===== src/rtl/x86e_pkg.sv =====
// Package: widths, opcode fields, status and ALU codes for the 16-bit x86 executor.
`default_nettype none

package x86e_pkg;

    localparam int WORD_W           = 16;
    localparam int BYTE_W           = 8;
    localparam int DEFAULT_NUM_REGS = 4;
    localparam int IN_DATA_W        = 24;
    localparam int OUT_DATA_W       = 80;
    localparam int STATUS_W         = 2;

    typedef logic [WORD_W-1:0]   word_t;
    typedef logic [BYTE_W-1:0]   byte_t;
    typedef logic [STATUS_W-1:0] status_t;
    typedef logic [2:0]          reg_code_t;
    typedef logic [1:0]          alu_op_t;

    typedef struct packed {
        word_t pc;
        logic  halted;
    } ctl_t;

    localparam status_t ST_OK   = 2'd0;
    localparam status_t ST_EXIT = 2'd1;
    localparam status_t ST_BAD  = 2'd2;

    localparam alu_op_t ALU_MOV = 2'd0;
    localparam alu_op_t ALU_ADD = 2'd1;
    localparam alu_op_t ALU_SUB = 2'd2;

    localparam reg_code_t REG_AX = 3'd0;
    localparam reg_code_t REG_CX = 3'd1;

    // opcode group prefixes
    localparam logic [4:0] OPC_MOV_R8_IMM  = 5'b10110;   // B0..B7
    localparam logic [4:0] OPC_MOV_R16_IMM = 5'b10111;   // B8..BF
    localparam logic [5:0] OPC_MOV_MODRM   = 6'b100010;  // 88..8B
    localparam logic [5:0] OPC_ADD_MODRM   = 6'b000000;  // 00..03
    localparam logic [5:0] OPC_SUB_MODRM   = 6'b001010;  // 28..2B

    localparam byte_t OPC_ADD_AL_IMM = 8'h04;
    localparam byte_t OPC_ADD_AX_IMM = 8'h05;
    localparam byte_t OPC_SUB_AL_IMM = 8'h2C;
    localparam byte_t OPC_SUB_AX_IMM = 8'h2D;
    localparam byte_t OPC_LOOP       = 8'hE2;
    localparam byte_t OPC_INT        = 8'hCD;
    localparam byte_t INT_EXIT_VEC   = 8'h20;

    localparam logic [1:0] MOD_REG = 2'b11;

endpackage

`default_nettype wire


===== src/rtl/x86e_exec.sv =====
// Execute unit: decodes one instruction and forms the next register file, pc and status.
`default_nettype none

module x86e_exec #(
    parameter int NUM_REGS = x86e_pkg::DEFAULT_NUM_REGS
) (
    input  wire x86e_pkg::byte_t                        opcode,
    input  wire x86e_pkg::byte_t                        opnd1,
    input  wire x86e_pkg::byte_t                        opnd2,
    input  wire [NUM_REGS-1:0][x86e_pkg::WORD_W-1:0]    rf,
    input  wire x86e_pkg::ctl_t                         ctl,
    output logic [NUM_REGS-1:0][x86e_pkg::WORD_W-1:0]   rf_next,
    output x86e_pkg::ctl_t                              ctl_next,
    output x86e_pkg::status_t                           status
);
    import x86e_pkg::*;

    localparam int IDX_W = $clog2(NUM_REGS);

    function automatic byte_t byte_of(input word_t w, input logic hi);
        begin
            byte_of = hi ? w[15:8] : w[7:0];
        end
    endfunction

    reg_code_t  reg_c;
    reg_code_t  rm_c;
    reg_code_t  dst_c;
    reg_code_t  src_c;
    reg_code_t  wr_code;
    logic       dst_ok;
    logic       src_ok;
    logic       wr_en;
    logic       wr_wide;
    logic       is_loop;
    alu_op_t    alu_op;
    word_t      a_val;
    word_t      b_val;
    word_t      res;
    word_t      imm16;
    word_t      disp;
    logic [1:0] len;

    always_comb
    begin
        rf_next  = rf;
        ctl_next = ctl;
        status   = ST_OK;
        len      = 2'd0;
        reg_c    = opnd1[5:3];
        rm_c     = opnd1[2:0];
        dst_c    = opcode[1] ? reg_c : rm_c;
        src_c    = opcode[1] ? rm_c : reg_c;
        dst_ok   = 32'(dst_c) < NUM_REGS;
        src_ok   = 32'(src_c) < NUM_REGS;
        imm16    = {opnd2, opnd1};
        disp     = {{8{opnd1[7]}}, opnd1};
        wr_en    = 1'b0;
        wr_wide  = 1'b0;
        wr_code  = dst_c;
        is_loop  = 1'b0;
        alu_op   = ALU_MOV;
        a_val    = '0;
        b_val    = '0;

        if (ctl.halted)
        begin
            status = ST_EXIT;
        end
        else if (opcode[7:3] == OPC_MOV_R8_IMM)
        begin
            wr_en   = 1'b1;
            wr_code = opcode[2:0];
            b_val   = {8'h00, opnd1};
            len     = 2'd2;
        end
        else if (opcode[7:3] == OPC_MOV_R16_IMM)
        begin
            if (32'(opcode[2:0]) < NUM_REGS)
            begin
                wr_en   = 1'b1;
                wr_wide = 1'b1;
                wr_code = opcode[2:0];
                b_val   = imm16;
                len     = 2'd3;
            end
            else
            begin
                status = ST_BAD;
            end
        end
        else if (opcode[7:2] == OPC_MOV_MODRM || opcode[7:2] == OPC_ADD_MODRM
                 || opcode[7:2] == OPC_SUB_MODRM)
        begin
            alu_op = (opcode[7:2] == OPC_MOV_MODRM) ? ALU_MOV :
                     (opcode[7:2] == OPC_ADD_MODRM) ? ALU_ADD : ALU_SUB;
            if (opnd1[7:6] != MOD_REG)
            begin
                status = ST_BAD;
            end
            else if (opcode[0])
            begin
                if (dst_ok && src_ok)
                begin
                    wr_en   = 1'b1;
                    wr_wide = 1'b1;
                    a_val   = rf[IDX_W'(dst_c)];
                    b_val   = rf[IDX_W'(src_c)];
                    len     = 2'd2;
                end
                else
                begin
                    status = ST_BAD;
                end
            end
            else
            begin
                wr_en = 1'b1;
                a_val = {8'h00, byte_of(rf[IDX_W'(dst_c[1:0])], dst_c[2])};
                b_val = {8'h00, byte_of(rf[IDX_W'(src_c[1:0])], src_c[2])};
                len   = 2'd2;
            end
        end
        else if (opcode == OPC_ADD_AL_IMM || opcode == OPC_SUB_AL_IMM)
        begin
            wr_en   = 1'b1;
            wr_code = REG_AX;
            alu_op  = (opcode == OPC_ADD_AL_IMM) ? ALU_ADD : ALU_SUB;
            a_val   = {8'h00, rf[IDX_W'(REG_AX)][7:0]};
            b_val   = {8'h00, opnd1};
            len     = 2'd2;
        end
        else if (opcode == OPC_ADD_AX_IMM || opcode == OPC_SUB_AX_IMM)
        begin
            wr_en   = 1'b1;
            wr_wide = 1'b1;
            wr_code = REG_AX;
            alu_op  = (opcode == OPC_ADD_AX_IMM) ? ALU_ADD : ALU_SUB;
            a_val   = rf[IDX_W'(REG_AX)];
            b_val   = imm16;
            len     = 2'd3;
        end
        else if (opcode == OPC_LOOP)
        begin
            // decrement CX, then branch on the new value
            is_loop = 1'b1;
            wr_en   = 1'b1;
            wr_wide = 1'b1;
            wr_code = REG_CX;
            alu_op  = ALU_SUB;
            a_val   = rf[IDX_W'(REG_CX)];
            b_val   = 16'h0001;
        end
        else if (opcode == OPC_INT && opnd1 == INT_EXIT_VEC)
        begin
            ctl_next.halted = 1'b1;
            status          = ST_EXIT;
            len             = 2'd2;
        end
        else
        begin
            status = ST_BAD;
        end

        case (alu_op)
            ALU_MOV: res = b_val;
            ALU_ADD: res = a_val + b_val;
            ALU_SUB: res = a_val - b_val;
            default: res = b_val;
        endcase

        if (wr_en)
        begin
            if (wr_wide)
            begin
                rf_next[IDX_W'(wr_code)] = res;
            end
            else if (wr_code[2])
            begin
                rf_next[IDX_W'(wr_code[1:0])][15:8] = res[7:0];
            end
            else
            begin
                rf_next[IDX_W'(wr_code[1:0])][7:0] = res[7:0];
            end
        end

        if (is_loop)
        begin
            ctl_next.pc = ctl.pc + 16'd2 + ((res != '0) ? disp : 16'h0000);
        end
        else
        begin
            ctl_next.pc = ctl.pc + 16'(len);
        end
    end

endmodule

`default_nettype wire


===== src/rtl/x86_16bit_register_executor.sv =====
// Top level: 16-bit x86 subset executor with input stage, state registers and result register.
//
//  channel | dir | payload
//  s_axis  | in  | tdata = opcode, first_operand_byte, second_operand_byte
//  m_axis  | out | tdata = next_pc, ax, cx, dx, bx; tuser = status
//
//  One instruction per cycle while m_axis_tready is high; each item is registered
//  in the input stage and then leaves from the result register.
//  The register file, pc and halt flag update in the same cycle as the decode.
//  Reset clears the registers, pc and halt flag; no clearing pass.
//  A stall on m_axis holds the input stage; s_axis_tready is high while that stage is empty or advances.
`default_nettype none

module x86_16bit_register_executor #(
    parameter int NUM_REGS = x86e_pkg::DEFAULT_NUM_REGS
) (
    input  wire                                 clk,
    input  wire                                 rst_n,
    input  wire                                 s_axis_tvalid,
    output logic                                s_axis_tready,
    // [7:0] opcode, [15:8] first_operand_byte, [23:16] second_operand_byte
    input  wire [x86e_pkg::IN_DATA_W-1:0]       s_axis_tdata,
    output logic                                m_axis_tvalid,
    input  wire                                 m_axis_tready,
    // [15:0] next_pc, [31:16] ax, [47:32] cx, [63:48] dx, [79:64] bx
    output logic [x86e_pkg::OUT_DATA_W-1:0]     m_axis_tdata,
    // [1:0] status
    output x86e_pkg::status_t                   m_axis_tuser
);
    import x86e_pkg::*;

    logic                              in_valid_reg;
    logic [IN_DATA_W-1:0]              in_data_reg;
    logic                              out_valid_reg;
    logic [OUT_DATA_W-1:0]             out_data_reg;
    status_t                           out_user_reg;
    logic [NUM_REGS-1:0][WORD_W-1:0]   rf_reg;
    ctl_t                              ctl_reg;

    logic [NUM_REGS-1:0][WORD_W-1:0]   rf_next;
    ctl_t                              ctl_next;
    status_t                           status_next;
    logic                              advance;
    logic                              in_take;

    assign advance       = in_valid_reg && (!out_valid_reg || m_axis_tready);
    assign s_axis_tready = !in_valid_reg || advance;
    assign in_take       = s_axis_tvalid && s_axis_tready;

    assign m_axis_tvalid = out_valid_reg;
    assign m_axis_tdata  = out_data_reg;
    assign m_axis_tuser  = out_user_reg;

    x86e_exec #(
        .NUM_REGS (NUM_REGS)
    ) u_exec (
        .opcode   (in_data_reg[7:0]),
        .opnd1    (in_data_reg[15:8]),
        .opnd2    (in_data_reg[23:16]),
        .rf       (rf_reg),
        .ctl      (ctl_reg),
        .rf_next  (rf_next),
        .ctl_next (ctl_next),
        .status   (status_next)
    );

    always_ff @(posedge clk or negedge rst_n)
    begin
        if (!rst_n)
        begin
            in_valid_reg  <= 1'b0;
            out_valid_reg <= 1'b0;
            rf_reg        <= '0;
            ctl_reg       <= '0;
        end
        else
        begin
            if (in_take)
            begin
                in_valid_reg <= 1'b1;
            end
            else if (advance)
            begin
                in_valid_reg <= 1'b0;
            end

            if (advance)
            begin
                out_valid_reg <= 1'b1;
                rf_reg        <= rf_next;
                ctl_reg       <= ctl_next;
            end
            else if (m_axis_tready)
            begin
                out_valid_reg <= 1'b0;
            end
        end
    end

    always_ff @(posedge clk)
    begin
        if (in_take)
        begin
            in_data_reg <= s_axis_tdata;
        end
        if (advance)
        begin
            out_data_reg <= {rf_next[3], rf_next[2], rf_next[1], rf_next[0], ctl_next.pc};
            out_user_reg <= status_next;
        end
    end

    a_halt_sticky : assert property (@(posedge clk) disable iff (!rst_n)
        ctl_reg.halted |=> ctl_reg.halted)
        else $error("halt flag cleared");

    a_halted_exit : assert property (@(posedge clk) disable iff (!rst_n)
        (advance && ctl_reg.halted) |=> (m_axis_tuser == ST_EXIT))
        else $error("item after exit not reported as exit");

    a_state_hold : assert property (@(posedge clk) disable iff (!rst_n)
        !advance |=> ($stable(rf_reg) && $stable(ctl_reg)))
        else $error("state changed without an item");

    a_bad_no_change : assert property (@(posedge clk) disable iff (!rst_n)
        (advance && status_next == ST_BAD) |=> ($stable(rf_reg) && $stable(ctl_reg.pc)))
        else $error("unsupported instruction changed state");

endmodule

`default_nettype wire


===== config.mk =====
export PLATFORM = sky130hd
export DESIGN_NAME = x86_16bit_register_executor
export DESIGN_NICKNAME = d
export VERILOG_FILES = /design/src/rtl/x86e_pkg.sv /design/src/rtl/x86e_exec.sv /design/src/rtl/x86_16bit_register_executor.sv
export SDC_FILE = /design/constraint.sdc
export NUM_CORES = 1
export LEC_CHECK = 0
export ABC_AREA = 1
export BUFFER_PORTS_ARGS = -buffer_cell sky130_fd_sc_hd__buf_2
export CORE_MARGIN = 2
export CORE_UTILIZATION = 45
export DETAILED_ROUTE_END_ITERATION = 10
export PLACE_DENSITY_LB_ADDON = 0.12
export SKIP_LAST_GASP = 1
export SLEW_MARGIN = 20
export SYNTH_ARGS = -nofsm -noshare
export SYNTH_HDL_FRONTEND = slang
export SYNTH_HIERARCHICAL = 1
export SYNTH_SLANG_ARGS = --single-unit

===== constraint.sdc =====
create_clock -name clk -period 9.5 [get_ports clk]
set_clock_uncertainty 0.05 [all_clocks]
set_input_delay 0.475 -clock clk [delete_from_list [all_inputs] [get_ports clk]]
set_output_delay 0.475 -clock clk [all_outputs]
set_load 0.01 [all_outputs]

==> run metrics, run 1 <==
Clock Sinks between 150 and 200; H-tree Lvls 4; crit path max fanout 29; overall power 0.00315 W; Longest Clk Path Bufs 2; final core utilization 50.2%; final hold vios 0; TritonCTS Buffers 17; Starting Density ~45%; DR pass1 iterations 6; Max IR drop VDD roughly 130 µV; Detailed Route Iter0 Violations around 1,400; Max Freq 117 MHz; crit path from in_data_reg[11]; total congestion overflow 0; Layout Nets between 1,500 and 2,000; worst min path class in2reg; endpoint arrival time on the critical path roughly 8.9 ns; Cell Area, Synth approximately 13,000 µm²; All-Layer GR Usage a little under a third; P_leak 7.01 nW; Clk pin slew, worst setup/hold paths roughly 0.08 ns; largest net degree at the start of global routing 83; Pwr Density 214 nW/µm²; initial antenna violation count 0; critical path required time about 10 ns; worst-case headroom to the max-slew limit about a third; Slowest-stage cell, CP edfxtp_1; Avg Vias per Cell approximately 5.7; CP Capture Type flop; WS Path Type reg2reg; Netlist cell types 60; post-synth net total approximately 1,900; Die Wd 176 µm; mean post-synth cell area ~7.5 µm²; die outline area 31,000 µm²; Most used DFF post-synth edfxtp_1; Seq/Total Area, Yosys between 30 and 40%; via count approximately 13,000; Routed WL just under 50,000 µm; CTS Root Cell clkbuf_16; first-pass GRT wire length around 73,000 µm; Residual DRC 0; Yosys reg bits 189; ratio of cells with drive above 1 in the final layout between 10% and 20%; Tmin final about 8.5 ns; WHS Path Cells 1; Max Cap Violations 0; core footprint about 30,000 µm²; hold path endpoint in_data_reg[23]; Setup Viol. Count Final 0; max FFs per register 80; reg2reg start in_data_reg[11]; Max Slew Vio Count 0; fillers approximately 3,000; IO buf count 111; status complete, no violations; antenna viol nets, final 0; hold path startpoint s_axis_tdata[23]; Avg WL per Cell roughly 21 µm; DIE HEIGHT 176 µm; num ports around 110; TNS Setup 0 ns; Tcrit/Tclk final about nine tenths; post_cts resized 0; asr flop ratio synth around 44%; RSZ-0062 raised after global routing no; Synth Instances 1,777; DP HPWL 35,900 µm; Area Overhead vs Synth 10.6%; critical path's most frequent cell nand2_1; CP startpoint kind flop; Ys Warns 6; FF-to-FF path depth 53; EDFF count, synth between 100 and 150; worst skew pair latency between 0.4 and 0.5 ns; Slew @ Worst Pin a little over 1 ns; vias in the first global route between 10,000 and 15,000; crit-path max cell delay between 0.6 and 0.7 ns; Placer Congestion 1.01; # rows 63; CTS tree done; R2R Setup Slk 0.96 ns; ant diodes 0; worst r2r dst ctl_reg[14]
==> worst max-delay path by stage <==
stage / end / cells after the start
final: ctl_reg[14] / 53
after global routing: ctl_reg[14] / 53
after global placement: ctl_reg[14] / 53
after floorplan: m_axis_tdata[13] / 49
after detailed placement: ctl_reg[14] / 54
after CTS: ctl_reg[14] / 54
==> worst max-delay path: cells and delay by family, from the launching register on <==
kind | cells | cell delay, ns
compound gates | 9 | 1.81
xor+xnor | 2 | 0.23
fa+ha+maj | 5 | 1.35
buf+inv | 4 | 0.43
flops | 1 | 0.68
simple gates | 33 | 3.89
==> routing by layer <==
layer  GRT usage [%]  wire [µm]
met1            44.0      21400
met2            48.3      21500
met3            4.57       3240
met4            13.8       2030
met5               0          0
==> layout make-up <==
type / count / area, µm² / share of cell area (%)
clock buffers: 19 / 443 / 3.00
clock inverters: 13 / 139 / 0.942
inverters: 210 / 792 / 5.37
multi-input cells: 1305 / 6840 / 46.4
flip-flops and latches: 189 / 5260 / 35.7
well taps: 390 / 488 / 3.31
repair buffers: 138 / 779 / 5.29
==> timing repair <==
| item | 4_1_cts | 5_1_grt |
|---|---|---|
| hold endpoints to repair | 22 | 0 |
| hold buffers | 1 | 0 |
| buffers inserted | 0 | 6 |
| endpoints found under the setup margin | 0 | 2 |
==> cells by family (layout without fill, tap and decap cells) <==
group	after synthesis	in the layout	synth area share [%]
XOR/XNOR	32	32	2.10
AND/OR/NAND/NOR	878	878	29.1
AO/OA/AOI/OAI	344	344	15.1
buffers and inverters	283	380	9.29
flip-flops	189	189	39.5
adder cells (fa/ha/maj)	51	51	4.96
==> cell usage in the layout, fill, tap and decap left out, types with 12 or more instances in the layout <==
| cell | netlist | final |
|---|---|---|
| a21oi_1 | 101 | 101 |
| o22ai_1 | 23 | 23 |
| inv_1 | 188 | 187 |
| nand2_1 | 480 | 479 |
| edfxtp_1 | 106 | 106 |
| nand2_2 | 22 | 23 |
| nand4_1 | 16 | 16 |
| clkbuf_16 | 0 | 17 |
| o21ai_0 | 134 | 134 |
| nor2_1 | 97 | 97 |
| nand3_1 | 206 | 206 |
| buf_2 | 28 | 110 |
| xor2_1 | 18 | 18 |
| inv_2 | 18 | 18 |
| nor3_1 | 13 | 13 |
| nor2_2 | 12 | 12 |
| ha_1 | 48 | 48 |
| xnor2_1 | 14 | 14 |
| dfrtp_1 | 83 | 82 |
| buf_4 | 18 | 25 |
==> power by group <==
| part | switching [W] | leakage, nW | internal (W) | total, W |
|---|---|---|---|---|
| Combinational | 0.000764 | 4.56 | 0.000386 | 0.00115 |
| Sequential | 0.000186 | 2.18 | 0.00109 | 0.00127 |
| Clock | 0.000337 | 0.275 | 0.000395 | 0.000732 |
| Total | 0.00129 | 7.01 | 0.00187 | 0.00315 |
==> synth_stat cells, types with 14 or more instances <==
library cell	number	share of area, %
a21oi_1	101	3.8
buf_2	28	1.1
buf_4	18	1.0
clkbuf_1	16	0.45
dfrtp_1	83	16
edfxtp_1	106	24
ha_1	48	4.5
inv_1	188	5.3
inv_2	18	0.51
nand2_1	480	14
nand2_2	22	1.0
nand3_1	206	7.7
nand4_1	16	0.75
nor2_1	97	2.7
o21ai_0	134	5.0
o22ai_1	23	1.1
xnor2_1	14	0.92
xor2_1	18	1.2
==> metrics by stage <==
stage / area, µm² / setup slack, ns / cells / hold WS [ns]
6_report: 14700 / 0.961 / 2264 / 0.124
2_1_floorplan: 13300 / 2.75 / 1777 / 0.129
5_1_grt: 14700 / 0.152 / 2264 / 0.107
3_5_place_dp: 14100 / 1.02 / 2225 / 0.356
3_3_place_gp: 14100 / 1.26 / 2225 / 0.355
4_1_cts: 14700 / 0.969 / 2258 / 0.106
Note: power is estimated with default switching activity, not from simulation.
==> run 2: changes to the inputs <==
--- a/config.mk
+++ b/config.mk
@@ -10,7 +10,7 @@
 export CORE_MARGIN = 2
 export CORE_UTILIZATION = 45
 export DETAILED_ROUTE_END_ITERATION = 10
-export PLACE_DENSITY_LB_ADDON = 0.12
+export PLACE_DENSITY_LB_ADDON = 0.05
 export SKIP_LAST_GASP = 1
 export SLEW_MARGIN = 20
 export SYNTH_ARGS = -nofsm -noshare
==> run metrics, run 2 (same netlist as run 1, synthesis figures left out) <==
Detailed Route Iter0 Violations roughly 1,400; Max IR drop VDD between 100 and 150 µV; DR pass1 iterations 6; most frequent cells in the layout nand2_1 (479), nand3_1 (206), inv_1 (187), o21ai_0 (134), buf_2 (110); final hold vios 0; H-tree Lvls 4; final core utilization 50.1%; num ports between 100 and 150; endpoint arrival time on the critical path just under 9 ns; sw power about 0.0013 W; post_cts resized 0; R2R Setup Slk 1.0 ns; Avg WL per Cell between 20 and 25 µm; Layout Nets just under 2,000; sw frac 40.8%; initial antenna violation count 0; M3 GR Usage around 5.4%; # rows 63; CP Capture Type flop; reg2reg start in_data_reg[1]; TNS Setup 0 ns; ratio of cells with drive above 1 in the final layout between 10% and 20%; RSZ-0062 raised after global routing no; Residual DRC 0; CTS tree done; Starting Density between 40% and 50%; DP HPWL roughly 35,000 µm; Clock Sinks between 150 and 200; via count roughly 13,000; WS Path Type reg2reg; crit-path max cell delay between 0.5 and 0.6 ns; Max Cap Violations 0; Placer Congestion about 1.1; status complete, no violations; critical path's most frequent cell nand2_1; worst skew pair latency ~0.47 ns; IO buf count 111; crit path from in_data_reg[1]; P_leak around 7 nW; Tmin final 8.50 ns; antenna viol nets, final 0; worst-case headroom to the max-slew limit 30.5%; Routed WL roughly 48,000 µm; crit path max fanout 29; Pwr Density between 200 and 250 nW/µm²; Area Overhead vs Synth 10.6%; critical path required time about 9.8 ns; fillers about 3,000; TritonCTS Buffers 17; DIE HEIGHT between 150 and 200 µm; met2 usage ~48%; sequential share of power about two fifths; Most Crowded Layer GR met2; max FFs per register 80; Tcrit/Tclk final between 80% and 90%; Slew @ Worst Pin ~1.0 ns; total congestion overflow 0; Longest Clk Path Bufs 2; first-pass GRT wire length 72,200 µm; worst min path class in2reg; grt met1 use between 40% and 50%; core footprint ~29,000 µm²; Avg Vias per Cell approximately 5.7; Slowest-stage cell, CP edfxtp_1; ant diodes 0; die outline area between 30,000 and 40,000 µm²; All-Layer GR Usage between 30 and 40%; Logic pwr share between 30% and 40%; Max Slew Vio Count 0; Clk pin slew, worst setup/hold paths 0.07 ns; CP startpoint kind flop; Max Freq about 120 MHz; largest net degree at the start of global routing 84; crit path to ctl_reg[14]; Setup Viol. Count Final 0; Die Wd around 180 µm; commonest non-fill, non-tap cell in the layout nand2_1; FF-to-FF path depth 55; clock power share between 20% and 30%; vias in the first global route approximately 12,000; CTS Root Cell clkbuf_16; worst r2r dst ctl_reg[14]; Int Power 0.00189 W
run 2: power by group through the flow:
stage	Sequential [W]	Combinational, W	Clock, W
6_report	0.00128	0.00116	0.000760
5_1_grt	0.00130	0.00129	0.000809
4_1_cts	0.00128	0.00114	0.000774
3_5_place_dp	0.00129	0.00114	0
3_3_place_gp	0.00129	0.00113	0
2_1_floorplan	0.00125	0.000770	0
run 2: worst max-delay path, delay by kind of cell, from the launching register on:
kind	cells	cell delay, ns
simple gates	34	4.11
compound gates	8	1.47
fa+ha+maj	5	1.30
buf+inv	6	0.69
flops	1	0.55
xor+xnor	2	0.22
run 2: layer usage:
metal / wire length [µm] / vias to the layer above
met5: 0 / -
met4: 1930 / 0
met3: 3580 / 103
met2: 21200 / 571
met1: 21100 / 6081
li1: - / 6142
run 2: what timing repair did:
action	CTS	global route
hold buffers	1	0
buffers inserted	0	4
hold endpoints to repair	21	0
endpoints found under the setup margin	0	7
run 2: metrics by stage:
stage,hold slack (ns),std cells,cell area [µm²],worst slack [ns],total power (W)
after CTS,0.109,2259,14700,0.795,0.00320
after global routing,0.114,2263,14700,0.0619,0.00340
after floorplan,0.129,1777,13300,2.75,0.00202
after global placement,0.350,2226,14100,1.02,0.00242
final,0.135,2263,14700,0.999,0.00319
after detailed placement,0.350,2226,14100,0.882,0.00243
run 2: area by class of cell:
class	count	area (µm²)	area share (%)
timing repair buffer	137	756	5.13
sequential	189	5260	35.7
multi-input combinational	1305	6840	46.4
clock buffer	17	425	2.89
inverter	210	792	5.37
clock inverter	15	180	1.22
tap	390	488	3.31
run 2: how the worst min path moves through the flow:
stage	startpoint	depth (start not counted)	endpoint	slack (ns)
finish	s_axis_tdata[19]	1	in_data_reg[19]	0.13
global route	s_axis_tdata[3]	1	in_data_reg[3]	0.11
CTS	s_axis_tdata[19]	1	in_data_reg[19]	0.11
detailed placement	rst_n	1	ctl_reg[2]	0.35
global placement	rst_n	1	ctl_reg[2]	0.35
floorplan	rst_n	0	ctl_reg[0]	0.13
